File: config.mk
export PLATFORM = sky130hd
export DESIGN_NAME = packet_ack_delivery_tracker_unit
export DESIGN_NICKNAME = d
export VERILOG_FILES = /design/src/rtl/core/padt_pkg.sv /design/src/rtl/core/padt_ram.sv /design/src/rtl/core/packet_ack_delivery_tracker_unit.sv
export VERILOG_INCLUDE_DIRS = /design/src /design/src/rtl/core
export SDC_FILE = /design/constraint.sdc
export NUM_CORES = 2
export LEC_CHECK = 0
export BUFFER_PORTS_ARGS = -buffer_cell sky130_fd_sc_hd__buf_2
export CORE_ASPECT_RATIO = 0.8
export CORE_MARGIN = 2
export CORE_UTILIZATION = 57
export DETAILED_ROUTE_END_ITERATION = 6
export PLACE_DENSITY = 0.87
export SYNTH_ARGS = -nofsm -noshare
export SYNTH_HDL_FRONTEND = slang
export SYNTH_SLANG_ARGS = --single-unit
export TNS_END_PERCENT = 20
File: constraint.sdc
create_clock -name aclk -period 6.45 [get_ports aclk]
set_input_delay 0.645 -clock aclk [delete_from_list [all_inputs] [get_ports aclk]]
set_output_delay 0.645 -clock aclk [all_outputs]
set_load 0.02 [all_outputs]
File: src/rtl/core/packet_ack_delivery_tracker_unit_assert.svh
// Assertion macros for the delivery tracker. Empty under synthesis.
`ifndef PACKET_ACK_DELIVERY_TRACKER_UNIT_ASSERT_SVH
`define PACKET_ACK_DELIVERY_TRACKER_UNIT_ASSERT_SVH
`ifndef SYNTHESIS
// Checked on every rising aclk edge, held off while aresetn is low.
`define PADT_ASSERT(lbl, prop, msg) \
    lbl: assert property (@(posedge aclk) disable iff (!aresetn) (prop)) else $error(msg);
// Checked on every rising aclk edge, reset included.
`define PADT_ASSERT_ALWAYS(lbl, prop, msg) \
    lbl: assert property (@(posedge aclk) (prop)) else $error(msg);
`else
`define PADT_ASSERT(lbl, prop, msg)
`define PADT_ASSERT_ALWAYS(lbl, prop, msg)
`endif
`endif

File: src/rtl/core/padt_pkg.sv
// ----------------------------------------------------------------------------
// padt_pkg
// Shared types and codes of the packet ack delivery tracker.
// ----------------------------------------------------------------------------
package padt_pkg;

    localparam logic [1:0] CMD_SEND = 2'd0;
    localparam logic [1:0] CMD_RECV = 2'd1;
    localparam logic [1:0] CMD_TICK = 2'd2;

    localparam logic [1:0] KIND_SEND    = 2'd0;
    localparam logic [1:0] KIND_VERDICT = 2'd1;
    localparam logic [1:0] KIND_NOTICE  = 2'd2;

    localparam logic [1:0] CFG_SEND_ACKS  = 2'd0;
    localparam logic [1:0] CFG_TRACK_ACKS = 2'd1;
    localparam logic [1:0] CFG_TIMEOUT    = 2'd2;

    localparam logic [7:0]  MAX_RANGE_COUNT = 8'd255;
    localparam logic [31:0] TIMEOUT_RESET   = 32'd2500;

    typedef struct packed {
        logic [1:0]  command;
        logic [15:0] rx_seq;
        logic        rx_has_ack;
        logic [15:0] rx_ack_start;
        logic [7:0]  rx_ack_count;
    } in_item_t;

    typedef struct packed {
        logic [1:0]  kind;
        logic [15:0] seq;
        logic        accepted;
        logic        delivered;
        logic        has_ack;
        logic [15:0] ack_start;
        logic [7:0]  ack_count;
        logic        overflow;
        logic        last;
    } out_item_t;

    typedef enum logic [3:0] {
        ST_IDLE,
        ST_SEND_RD,
        ST_SEND_EMIT,
        ST_RX_RD,
        ST_RX_EMIT,
        ST_W_LOAD,
        ST_W_EVAL,
        ST_T_LOAD,
        ST_T_EVAL,
        ST_FLUSH
    } state_t;

endpackage

File: src/rtl/core/padt_ram.sv
// ----------------------------------------------------------------------------
// padt_ram
// Generic single-write, single-read RAM with registered read data.
// ----------------------------------------------------------------------------
module padt_ram #(
    parameter int WIDTH = 8,
    parameter int DEPTH = 16
) (
    input  logic                     aclk,
    input  logic                     we,
    input  logic [$clog2(DEPTH)-1:0] waddr,
    input  logic [WIDTH-1:0]         wdata,
    input  logic [$clog2(DEPTH)-1:0] raddr,
    output logic [WIDTH-1:0]         rdata
);
    logic [WIDTH-1:0] mem [DEPTH];

    always_ff @(posedge aclk) begin
        if (we) begin
            mem[waddr] <= wdata;
        end
        rdata <= mem[raddr];
    end
endmodule

File: src/rtl/core/packet_ack_delivery_tracker_unit.sv
// ----------------------------------------------------------------------------
// packet_ack_delivery_tracker_unit
// Sequence numbering, pending ack ranges and delivery notices for one link end.
// ----------------------------------------------------------------------------
// One item is handled at a time; s_ready is high only while the sequencer is
// idle. A send goes through a read, an emit and the flush state; a receive
// through a read, an emit, its ack walk and the flush state. A tick loads and
// evaluates the oldest in-flight packet, again for each one that timed out,
// then flushes. The ack walk emits each notice after one in-flight RAM read
// and one compare, and steps over each sequence number of the range that
// matches no packet with a compare alone; emit states wait while the result
// side stalls. In-flight packets and pending ack ranges live in two RAMs with
// registered read data; the fill counts bound every read, so no clearing pass
// is needed after reset. Results go through a one-entry hold register so that
// last can be set on the final result of each item, then an output register,
// so the result side may stall freely.
module packet_ack_delivery_tracker_unit
    import padt_pkg::*;
#(
    parameter int SEQ_BITS       = 16,
    parameter int INFLIGHT_DEPTH = 32,
    parameter int PENDING_DEPTH  = 16,
    parameter int TIME_BITS      = 32
) (
    input  logic        aclk,
    input  logic        aresetn,
    input  logic        s_valid,
    output logic        s_ready,
    input  in_item_t    s_item,
    output logic        m_valid,
    input  logic        m_ready,
    output out_item_t   m_item,
    input  logic        cfg_valid,
    output logic        cfg_ready,
    input  logic [1:0]  cfg_index,
    input  logic [31:0] cfg_data
);
`include "packet_ack_delivery_tracker_unit_assert.svh"

    localparam int IIW  = $clog2(INFLIGHT_DEPTH);
    localparam int IFW  = $clog2(INFLIGHT_DEPTH + 1);
    localparam int PIW  = $clog2(PENDING_DEPTH);
    localparam int PFW  = $clog2(PENDING_DEPTH + 1);
    localparam int CMPW = TIME_BITS + 32;
    localparam int IW   = SEQ_BITS + TIME_BITS;
    localparam int PW   = SEQ_BITS + 8;

    function automatic logic [15:0] seq_out(input logic [SEQ_BITS-1:0] v);
        logic [SEQ_BITS+15:0] e;
        e = {16'd0, v};
        return e[15:0];
    endfunction

    function automatic logic [SEQ_BITS-1:0] seq_in(input logic [15:0] v);
        logic [SEQ_BITS+15:0] e;
        e = {{SEQ_BITS{1'b0}}, v};
        return e[SEQ_BITS-1:0];
    endfunction

    // configuration
    logic        send_acks_reg;
    logic        track_acks_reg;
    logic [31:0] timeout_reg;

    // control state
    state_t              state_reg, state_next;
    in_item_t            in_reg;
    logic [SEQ_BITS-1:0] out_seq_reg, out_seq_next;
    logic [SEQ_BITS-1:0] exp_seq_reg, exp_seq_next;
    logic [TIME_BITS-1:0] now_reg, now_next;
    logic [IIW-1:0]      inf_head_reg, inf_head_next;
    logic [IFW-1:0]      inf_fill_reg, inf_fill_next;
    logic [PIW-1:0]      pnd_head_reg, pnd_head_next;
    logic [PFW-1:0]      pnd_fill_reg, pnd_fill_next;
    logic [SEQ_BITS:0]   nxt_reg, nxt_next;
    logic [SEQ_BITS:0]   end_reg, end_next;

    // result path: hold register, then output register
    out_item_t hold_reg, hold_next;
    logic      hold_valid_reg, hold_valid_next;
    out_item_t out_reg, out_next;
    logic      out_valid_reg, out_valid_next;

    // memories
    logic            inf_we;
    logic [IIW-1:0]  inf_waddr;
    logic [IW-1:0]   inf_wdata, inf_rdata;
    logic            pnd_we;
    logic [PIW-1:0]  pnd_waddr, pnd_raddr;
    logic [PW-1:0]   pnd_wdata, pnd_rdata;

    // derived values
    logic                 slot_free, emit_ok, in_acc;
    logic [IFW:0]         inf_sum;
    logic [IIW-1:0]       inf_tail;
    logic [PFW:0]         pnd_sum, pnd_sum_m1;
    logic [PIW-1:0]       pnd_tail, pnd_bottom;
    logic [SEQ_BITS-1:0]  f_seq, p_start, rx_s, ack_s;
    logic [TIME_BITS-1:0] f_time, age;
    logic [7:0]           p_count;
    logic [SEQ_BITS:0]    f_ext;
    logic                 walk_go, timed_out, inf_full;
    logic                 emit_now;

    padt_ram #(.WIDTH(IW), .DEPTH(INFLIGHT_DEPTH)) u_inflight_ram (
        .aclk  (aclk),
        .we    (inf_we),
        .waddr (inf_waddr),
        .wdata (inf_wdata),
        .raddr (inf_head_reg),
        .rdata (inf_rdata)
    );

    padt_ram #(.WIDTH(PW), .DEPTH(PENDING_DEPTH)) u_pending_ram (
        .aclk  (aclk),
        .we    (pnd_we),
        .waddr (pnd_waddr),
        .wdata (pnd_wdata),
        .raddr (pnd_raddr),
        .rdata (pnd_rdata)
    );

    assign s_ready   = (state_reg == ST_IDLE);
    assign cfg_ready = 1'b1;
    assign m_valid   = out_valid_reg;
    assign m_item    = out_reg;

    assign in_acc    = s_valid && s_ready;
    assign slot_free = !out_valid_reg || m_ready;
    assign emit_ok   = !hold_valid_reg || slot_free;

    // queue positions, wrapped for any depth
    assign inf_sum  = {1'b0, {(IFW - IIW){1'b0}}, inf_head_reg} + {1'b0, inf_fill_reg};
    assign inf_tail = (inf_sum >= (IFW + 1)'(INFLIGHT_DEPTH))
                    ? IIW'(inf_sum - (IFW + 1)'(INFLIGHT_DEPTH)) : IIW'(inf_sum);
    assign pnd_sum  = {1'b0, {(PFW - PIW){1'b0}}, pnd_head_reg} + {1'b0, pnd_fill_reg};
    assign pnd_tail = (pnd_sum >= (PFW + 1)'(PENDING_DEPTH))
                    ? PIW'(pnd_sum - (PFW + 1)'(PENDING_DEPTH)) : PIW'(pnd_sum);
    // newest range; only used while the queue is not empty
    assign pnd_sum_m1 = pnd_sum - (PFW + 1)'(1);
    assign pnd_bottom = (pnd_sum_m1 >= (PFW + 1)'(PENDING_DEPTH))
                      ? PIW'(pnd_sum_m1 - (PFW + 1)'(PENDING_DEPTH)) : PIW'(pnd_sum_m1);
    assign pnd_raddr  = (state_reg == ST_RX_RD) ? pnd_bottom : pnd_head_reg;

    assign {f_seq, f_time}    = inf_rdata;
    assign {p_start, p_count} = pnd_rdata;
    assign f_ext    = {1'b0, f_seq};
    assign rx_s     = seq_in(in_reg.rx_seq);
    assign ack_s    = seq_in(in_reg.rx_ack_start);
    assign inf_full = (inf_fill_reg >= IFW'(INFLIGHT_DEPTH));
    assign walk_go  = (nxt_reg < end_reg) && (inf_fill_reg != '0);
    assign age      = now_reg - f_time;
    assign timed_out = (inf_fill_reg != '0)
                     && ({{(CMPW - TIME_BITS){1'b0}}, age}
                         > {{(CMPW - 32){1'b0}}, timeout_reg});

    // next state
    always_comb begin
        state_next = state_reg;
        unique case (state_reg)
            ST_IDLE: begin
                if (in_acc) begin
                    unique case (s_item.command)
                        CMD_SEND: state_next = ST_SEND_RD;
                        CMD_RECV: state_next = ST_RX_RD;
                        CMD_TICK: state_next = ST_T_LOAD;
                        default:  state_next = ST_IDLE;
                    endcase
                end
            end
            ST_SEND_RD:   state_next = ST_SEND_EMIT;
            ST_SEND_EMIT: if (emit_ok) state_next = ST_FLUSH;
            ST_RX_RD:     state_next = ST_RX_EMIT;
            ST_RX_EMIT: begin
                if (emit_ok) begin
                    state_next = (track_acks_reg && in_reg.rx_has_ack) ? ST_W_LOAD : ST_FLUSH;
                end
            end
            ST_W_LOAD: state_next = ST_W_EVAL;
            ST_W_EVAL: begin
                priority if (!walk_go) begin
                    state_next = ST_FLUSH;
                end else if (f_ext <= nxt_reg) begin
                    if (emit_ok) state_next = ST_W_LOAD;
                end else begin
                    state_next = ST_W_EVAL;
                end
            end
            ST_T_LOAD: state_next = ST_T_EVAL;
            ST_T_EVAL: begin
                if (!timed_out) begin
                    state_next = ST_FLUSH;
                end else if (emit_ok) begin
                    state_next = ST_T_LOAD;
                end
            end
            ST_FLUSH: if (emit_ok) state_next = ST_IDLE;
            default:  state_next = ST_IDLE;
        endcase
    end

    // datapath and result emission
    always_comb begin
        out_seq_next    = out_seq_reg;
        exp_seq_next    = exp_seq_reg;
        now_next        = now_reg;
        inf_head_next   = inf_head_reg;
        inf_fill_next   = inf_fill_reg;
        pnd_head_next   = pnd_head_reg;
        pnd_fill_next   = pnd_fill_reg;
        nxt_next        = nxt_reg;
        end_next        = end_reg;
        hold_next       = hold_reg;
        hold_valid_next = hold_valid_reg;
        out_next        = out_reg;
        out_valid_next  = out_valid_reg && !m_ready;
        inf_we          = 1'b0;
        inf_waddr       = inf_tail;
        inf_wdata       = {out_seq_reg, now_reg};
        pnd_we          = 1'b0;
        pnd_waddr       = pnd_tail;
        pnd_wdata       = {rx_s, 8'd1};

        unique case (state_reg)
            ST_IDLE: begin
                if (in_acc && s_item.command == CMD_TICK) begin
                    now_next = now_reg + TIME_BITS'(1);
                end
            end
            ST_SEND_EMIT: begin
                if (emit_ok) begin
                    hold_next            = '0;
                    hold_next.kind       = KIND_SEND;
                    hold_next.seq        = seq_out(out_seq_reg);
                    out_seq_next         = out_seq_reg + SEQ_BITS'(1);
                    if (track_acks_reg) begin
                        if (inf_full) begin
                            hold_next.overflow = 1'b1;
                        end else begin
                            inf_we        = 1'b1;
                            inf_fill_next = inf_fill_reg + IFW'(1);
                        end
                    end
                    if (send_acks_reg && pnd_fill_reg != '0) begin
                        hold_next.has_ack   = 1'b1;
                        hold_next.ack_start = seq_out(p_start);
                        hold_next.ack_count = p_count;
                        pnd_head_next = (pnd_head_reg == PIW'(PENDING_DEPTH - 1))
                                      ? '0 : pnd_head_reg + PIW'(1);
                        pnd_fill_next = pnd_fill_reg - PFW'(1);
                    end
                end
            end
            ST_RX_EMIT: begin
                if (emit_ok) begin
                    hold_next      = '0;
                    hold_next.kind = KIND_VERDICT;
                    hold_next.seq  = in_reg.rx_seq;
                    if (rx_s >= exp_seq_reg) begin
                        hold_next.accepted = 1'b1;
                        exp_seq_next       = rx_s + SEQ_BITS'(1);
                        if (send_acks_reg) begin
                            // extend the newest range, else open a new one
                            priority if (pnd_fill_reg != '0
                                && ({1'b0, p_start} + {{(SEQ_BITS - 7){1'b0}}, p_count})
                                   == {1'b0, rx_s}
                                && p_count < MAX_RANGE_COUNT) begin
                                pnd_we    = 1'b1;
                                pnd_waddr = pnd_bottom;
                                pnd_wdata = {p_start, p_count + 8'd1};
                            end else if (pnd_fill_reg >= PFW'(PENDING_DEPTH)) begin
                                hold_next.overflow = 1'b1;
                            end else begin
                                pnd_we        = 1'b1;
                                pnd_fill_next = pnd_fill_reg + PFW'(1);
                            end
                        end
                    end
                    nxt_next = {1'b0, ack_s};
                    end_next = {1'b0, ack_s} + {{(SEQ_BITS - 7){1'b0}}, in_reg.rx_ack_count};
                end
            end
            ST_W_EVAL: begin
                if (walk_go) begin
                    if (f_ext <= nxt_reg) begin
                        if (emit_ok) begin
                            hold_next           = '0;
                            hold_next.kind      = KIND_NOTICE;
                            hold_next.seq       = seq_out(f_seq);
                            hold_next.delivered = (f_ext == nxt_reg);
                            inf_head_next = (inf_head_reg == IIW'(INFLIGHT_DEPTH - 1))
                                          ? '0 : inf_head_reg + IIW'(1);
                            inf_fill_next = inf_fill_reg - IFW'(1);
                            if (f_ext == nxt_reg) begin
                                nxt_next = nxt_reg + (SEQ_BITS + 1)'(1);
                            end
                        end
                    end else begin
                        nxt_next = nxt_reg + (SEQ_BITS + 1)'(1);
                    end
                end
            end
            ST_T_EVAL: begin
                if (timed_out && emit_ok) begin
                    hold_next      = '0;
                    hold_next.kind = KIND_NOTICE;
                    hold_next.seq  = seq_out(f_seq);
                    inf_head_next  = (inf_head_reg == IIW'(INFLIGHT_DEPTH - 1))
                                   ? '0 : inf_head_reg + IIW'(1);
                    inf_fill_next  = inf_fill_reg - IFW'(1);
                end
            end
            default: begin
            end
        endcase

        // a new result pushes the held one out, not yet marked last
        if (emit_now) begin
            hold_valid_next = 1'b1;
            if (hold_valid_reg) begin
                out_next        = hold_reg;
                out_next.last   = 1'b0;
                out_valid_next  = 1'b1;
            end
        end
        if (state_reg == ST_FLUSH) begin
            if (hold_valid_reg && slot_free) begin
                out_next        = hold_reg;
                out_next.last   = 1'b1;
                out_valid_next  = 1'b1;
                hold_valid_next = 1'b0;
            end
        end
    end

    // marks a cycle in which a fresh result enters the hold register
    always_comb begin
        emit_now = 1'b0;
        unique case (state_reg)
            ST_SEND_EMIT, ST_RX_EMIT: emit_now = emit_ok;
            ST_W_EVAL:  emit_now = walk_go && (f_ext <= nxt_reg) && emit_ok;
            ST_T_EVAL:  emit_now = timed_out && emit_ok;
            default:    emit_now = 1'b0;
        endcase
    end

    always_ff @(posedge aclk) begin
        if (!aresetn) begin
            state_reg      <= ST_IDLE;
            send_acks_reg  <= 1'b1;
            track_acks_reg <= 1'b1;
            timeout_reg    <= TIMEOUT_RESET;
            out_seq_reg    <= '0;
            exp_seq_reg    <= '0;
            now_reg        <= '0;
            inf_head_reg   <= '0;
            inf_fill_reg   <= '0;
            pnd_head_reg   <= '0;
            pnd_fill_reg   <= '0;
            hold_valid_reg <= 1'b0;
            out_valid_reg  <= 1'b0;
        end else begin
            state_reg      <= state_next;
            out_seq_reg    <= out_seq_next;
            exp_seq_reg    <= exp_seq_next;
            now_reg        <= now_next;
            inf_head_reg   <= inf_head_next;
            inf_fill_reg   <= inf_fill_next;
            pnd_head_reg   <= pnd_head_next;
            pnd_fill_reg   <= pnd_fill_next;
            hold_valid_reg <= hold_valid_next;
            out_valid_reg  <= out_valid_next;
            if (cfg_valid && cfg_ready) begin
                unique case (cfg_index)
                    CFG_SEND_ACKS:  send_acks_reg  <= cfg_data[0];
                    CFG_TRACK_ACKS: track_acks_reg <= cfg_data[0];
                    CFG_TIMEOUT:    timeout_reg    <= cfg_data;
                    default: begin
                    end
                endcase
            end
        end
    end

    always_ff @(posedge aclk) begin
        if (in_acc) begin
            in_reg <= s_item;
        end
        nxt_reg  <= nxt_next;
        end_reg  <= end_next;
        hold_reg <= hold_next;
        out_reg  <= out_next;
    end

    `PADT_ASSERT(a_idle_hold_empty, s_ready |-> !hold_valid_reg, "hold busy while idle")
    `PADT_ASSERT(a_inf_fill_bound, inf_fill_reg <= IFW'(INFLIGHT_DEPTH), "in-flight overfill")
    `PADT_ASSERT(a_pnd_fill_bound, pnd_fill_reg <= PFW'(PENDING_DEPTH), "pending overfill")
    `PADT_ASSERT(a_walk_bound, (state_reg == ST_W_EVAL) |-> (nxt_reg <= end_reg), "walk past end")
    `PADT_ASSERT(a_flush_done, (state_reg == ST_FLUSH && state_next == ST_IDLE) |=> !hold_valid_reg, "flush left a held item")
endmodule

* Word level (Yosys, flattened, before mapping)
Memory sizes are Yosys's and may differ from the RTL's. A register that Yosys moved wholly into a read port is not among the register bits. Cells that the tools add are included.
Storage, ports and cells: flip-flop bits (word level) 292, RAM bits 1920, input bits 82, output and inout port bits 50, memories 2
Memories:
- u_inflight_ram.mem | depth 32, width 48, rd ports 1, clocked after memory_dff 1, write ports 1, RTL line padt_ram.sv:16 | logic [WIDTH-1:0] mem [DEPTH];
- u_pending_ram.mem | depth 16, width 24, rd ports 1, clocked after memory_dff 1, write ports 1, RTL line padt_ram.sv:16
Operators by class: add/sub/neg operators 20, $lt $le $gt $ge 10, equality and inequality tests 36, mux-type cells 96, reduce and logical (&&, ||, !) cells 43
Operators with widths (number):
- $mux W47 | 10
- $pmux W47 S4 | 1
- $mux W24 | 5
- $mux W17 | 5
- $mux W4 | 19
- $mux W5 | 13
- $mux W6 | 7
- $pmux W4 S10 | 1
- $add A16 B8 Y17 | 2
- $pmux W17 S2 | 1
- $add A16 B1 Y16 const B | 2
- $add A32 B1 Y32 const B | 1
- $gt A32 B32 Y1 | 1
- $sub A32 B32 Y32 | 1
- $mux W1 | 28
- $ne A2 B2 Y1 const B | 14
- $mux W25 | 1
- $pmux W5 S2 | 2
- $pmux W6 S3 | 1
- $add A17 B1 Y17 const B | 1
- $eq A16 B17 Y1 | 1
- $eq A17 B16 Y1 | 1
- $le A16 B17 Y1 | 1
- $lt A17 B17 Y1 | 1
- other kinds (44) | 85

* Logic depth before layout (Yosys ltp)
depth after elaboration 11, gate-level depth with buffers 24, depth with buffers taken out 23

* Hierarchy
From an unflattened synthesis, not the netlist that was laid out.
Unflattened totals: cells, all modules 5843, area total of the unflattened synthesis 93374.6 um^2
Modules (own cells, without submodules):
- padt_ram (u_inflight_ram) | times used 1, cells an instance 3364, area an instance 60724.5 um^2, seq. area each 47085.2 um^2
- packet_ack_delivery_tracker_unit | times used 1, cells an instance 1843, area an instance 17719.5 um^2, seq. area each 7056.8 um^2
- padt_ram (u_pending_ram) | times used 1, cells an instance 636, area an instance 14930.6 um^2, seq. area each 12011.5 um^2

* Least setup slack after synthesis
No wires, ideal clock.
kind register to register, from register now_reg[14], to register out_reg, in the netlist m_item[10], library setup time 0.121 ns, arrival 6.707 ns, data required time 6.329 ns, setup slack -0.378 ns, stages on the path, launching flop included 21, clock period less this slack 6.828 ns, cells stage by stage dfxtp_1 > ha_1 > a21o_1 > a21o_1 > a21o_1 > a2111o_1 > a21o_1 > a22o_1 > o31a_1 > a41oi_1 > xnor2_1 > ha_1 > nand4_1 > or2_2 > or3_1 > a31oi_1 > o211ai_1 > a311oi_4 > o21ai_2 > buf_2 > mux2_2
RTL lines:
- start, declared | RTL line packet_ack_delivery_tracker_unit.sv:70 | logic [TIME_BITS-1:0] now_reg, now_next;
- start signal, assigned | RTL line packet_ack_delivery_tracker_unit.sv:366 | now_reg <= now_next;
- end signal, assigned | RTL line packet_ack_delivery_tracker_unit.sv:392 | out_reg <= out_next;
- end, declared | RTL line packet_ack_delivery_tracker_unit.sv:81 | out_item_t out_reg, out_next;

* Final worst setup path
from register now_reg[6], to register hold_reg[2] (netlist name), enable pin
Between the ends: cells in the longest elaborated chain, start to end 6
RTL lines:
- $sub A32 B32 Y32 | RTL line packet_ack_delivery_tracker_unit.sv:152 | assign age = now_reg - f_time;
- $gt A32 B32 Y1 | RTL line packet_ack_delivery_tracker_unit.sv:155 | > {{(CMPW - 32){1'b0}}, timeout_reg});
- $logic_and A1 B1 Y1 | RTL line packet_ack_delivery_tracker_unit.sv:154 | && ({{(CMPW - TIME_BITS){1'b0}}, age}
- $logic_and A1 B1 Y1 | RTL line packet_ack_delivery_tracker_unit.sv:304 | if (timed_out && emit_ok) begin
- $ne A2 B2 Y1 (no line)
- $reduce_and A7 Y1 (no line)
- end signal, assigned | RTL line packet_ack_delivery_tracker_unit.sv:391 | hold_reg <= hold_next;
- end, declared | RTL line packet_ack_delivery_tracker_unit.sv:79 | out_item_t hold_reg, hold_next;
Every way passes these cells. A chain may end at the register's enable or synchronous reset.

==> impl_metrics.py <==
metrics = {
    "setup_path": {
        "worstPathCellList": "ha_1 > and3_1 > and3_1 > o211ai_1 > a21oi_1 > or3_1 > a22o_1 > o31a_1 > a21oi_1 > xnor2_1 > ha_1 > nand4_1 > or2_4 > or3_1 > a31oi_1 > o211ai_1 > buf_4 > a311oi_4 > buf_4",
        "endpoint_kind": "register",
        "cp_max_fo": 48,
        "crit_end": "hold_reg[2]",
        "cp.required_ps": 6920,
        "cp.depth": 19,
        "regToRegSetupSlack_ps": 380,
        "reg2reg_depth": 19,
        "worstReg2RegEnd": "hold_reg[2]",
        "r2r_start": "now_reg[6]",
        "startpoint": "now_reg[6]",
        "arrival_ps": 6540,
        "cpMaxStageDelayCell": "dfxtp_4",
        "path_delay_family": "compound AO/OA/AOI/OAI gates",
        "criticalPathCategory": "register to register",
        "worstSetupStartpointType": "register",
        "crit_path_max_incr_delay_ps": 590,
        "crit_buf_inv": 2,
    },
    "synth": {
        "async_flop_share_pct": 0,
        "seq_area_frac_synth_pct": 72.1,
        "synth.most_common_cell": "edfxtp_1",
        "synth_top_flop_cell": "edfxtp_1",
        "yosysTopAreaCell": "edfxtp_1",
        "syn_area_per_cell_um2": 19.1,
        "yosys_warnings": 0,
        "synth_nets": 5049,
        "synth_area_um2": 91700,
        "synth.distinct_cells": 81,
        "ys_seq_elements": 2284,
        "synth_top_area_share_pct": 66.8,
        "synth_area_leaders": "edfxtp_1 67%, mux4_2 14%, dfxtp_1 5.3%",
        "synthCells": 4807,
        "synth_common_cells": "2041 x edfxtp_1, 576 x mux4_2, 243 x dfxtp_1",
        "synth_edf_count": 2041,
    },
    "detailed_routing": {
        "vias": 52169,
        "vias_per_cell": 7.03,
        "totalWireLength_um": 259000,
        "avgRoutedWirePerCell_um": 34.9,
        "drcViolationCount": 39,
        "ant_nets": 0,
        "drt_iter0_drc": 9824,
        "first_pass_iters": 7,
    },
    "run_status": {
        "violations": "design-rule violations",
        "status": "complete, but fails checks",
    },
    "placed_design": {
        "portBuffers": 130,
        "dp_hpwl_um": 131000,
        "place_area_um2": 96100,
        "place_inst": 6994,
        "place_congestion": 0.904,
    },
    "timing": {
        "rsz0062_at_grt": "false",
        "slew_headroom_pct": 4.29,
        "setup_viol": 0,
        "clock_skew_ps": 52.6,
        "finalHoldViolations": 0,
        "period_minus_slack_ps": 6070,
        "fmax_mhz": 165,
        "slew_violations": 0,
        "fin_crit_sh_pct": 94.2,
        "holdWs_ps": 36.0,
        "worst_slew_pin_slew_ps": 1430,
    },
    "power_and_ir_drop": {
        "total_leakage_power_uw": 0.0358,
        "p_per_area_nw_per_um2": 354,
        "finalPower_uw": 36700,
        "ir_worst_vdd_mv": 0.332,
    },
    "die": {
        "pin_count": 132,
        "die_area_um2": 164000,
        "coreArea_um2": 160000,
        "fp.dieW_um": 453,
        "num_rows": 131,
        "die_h_um": 363,
        "start_util_pct": 57.5,
    },
    "global_routing": {
        "antenna_found_initial": 9,
        "overflow": 0,
        "grt_usage_pct": 31.6,
        "grt_pass1_wl_um": 371000,
        "grt_max_degree": 130,
        "grt_pass1_vias": 52279,
    },
    "clock_tree": {
        "cts_tree": "built",
        "cts_made_buffers": 206,
        "cts.htree.levels": 4,
        "worstSkewPairLatency_ps": 860,
        "root_buffer": "clkbuf_16",
        "clock-sinks": 2284,
        "clk_pin_slew_ps": 60,
        "cts_buffer_depth": 3,
    },
    "cells_and_area": {
        "fin_area_um2": 104000,
        "fin_cells": 7426,
        "nets": 5351,
        "largest_reg_flops": 1536,
        "largestRegisters": "u_inflight_ram.mem: 1536 flops, u_pending_ram.mem: 384 flops, u_inflight_ram.rdata: 48 flops",
        "syn_to_final_growth_pct": 12.9,
        "largest_register": "u_inflight_ram.mem",
        "drive_gt1_share_pct": 25.9,
        "fillCellCount": 9539,
    },
    "min_path": {
        "holdPathStages": 3,
        "hp-class": "input pin to register",
    },
    "run": {
        "cap_violations": 0,
    },
}
## what timing repair did
item	4_1_cts	5_1_grt
gates resized for setup	0	0
buffers inserted	0	0
hold endpoints to repair	34	0
hold buffers	34	0
## per-layer routing
metal	share of wire (%)	vias up	global-route usage (%)
li1	-	19984	-
met1	33	26232	40.9
met2	48	4887	50.4
met3	13	1060	7.07
met4	6.4	6	17.1
met5	0.013	-	0.0295
## worst min-delay path by stage
stage               startpoint               to  slack (ps)
3_5_place_dp   timeout_reg[26]  timeout_reg[26]         450
5_1_grt           cfg_data[15]  timeout_reg[15]          30
6_report           cfg_data[3]   timeout_reg[3]          40
4_1_cts            cfg_data[9]   timeout_reg[9]           6
3_3_place_gp    timeout_reg[4]   timeout_reg[4]         440
2_1_floorplan  timeout_reg[10]  timeout_reg[10]         440
## per-stage QoR
step	utilization, %	setup slack [ps]	setup TNS (ps)
finish	64.9	375	0
global route	64.9	206	0
CTS	64.9	548	0
detailed placement	60.2	650	0
global placement	60.2	737	0
floorplan	-	-3.61	-144
## where the power goes
group	leakage [µW]	switching [µW]	internal, µW
Sequential	0.0221	864	17000
Combinational	0.0102	3510	2370
Clock	0.00346	5650	7290
Total	0.0358	10000	26700
## final cells by class
type / instances / area, µm² / area share, %
repair buffers: 297 / 2300 / 2.22
clock inverters: 97 / 1170 / 1.13
inverters: 176 / 663 / 0.640
well taps: 2128 / 2660 / 2.57
clock buffers: 294 / 5940 / 5.73
flip-flops and latches: 2284 / 66200 / 63.9
diodes: 6 / 15.0 / 0.0145
multi-input cells: 2144 / 24700 / 23.8
## logic make-up (layout without fill, tap and decap cells)
logic type                 count (synthesis)  in the layout  share of synthesized area, %
DFF                                     2284           2284                          72.1
buffers and inverters                    379            864                          1.58
and+or+nand+nor                          671            671                          3.56
xor gates and xnor gates                 156            156                          1.49
adders and majority gates                160            160                          2.24
muxes                                    722            722                          15.9
AOI/OAI and AO/OA                        434            434                          3.14
other                                      1              7                       0.00409
## tightest hold or removal path: stages
cell	delay, ps
buf_2	100
nand2_1	50
a21oi_1	50
## cell usage in the layout (no fill, tap or decap), types with 68 or more instances in the layout
cell type and instances:
a21oi_1 121, buf_2 130, buf_4 108, clkbuf_16 215
dfxtp_1 221, edfxtp_1 2041, ha_1 151, inv_1 172
mux2_2 108, mux4_2 576, nand2_1 170, nand3_1 68
nor2_1 150, o21ai_0 77, xnor2_1 78, xor2_1 78
Power figures use the tool's default switching activity.
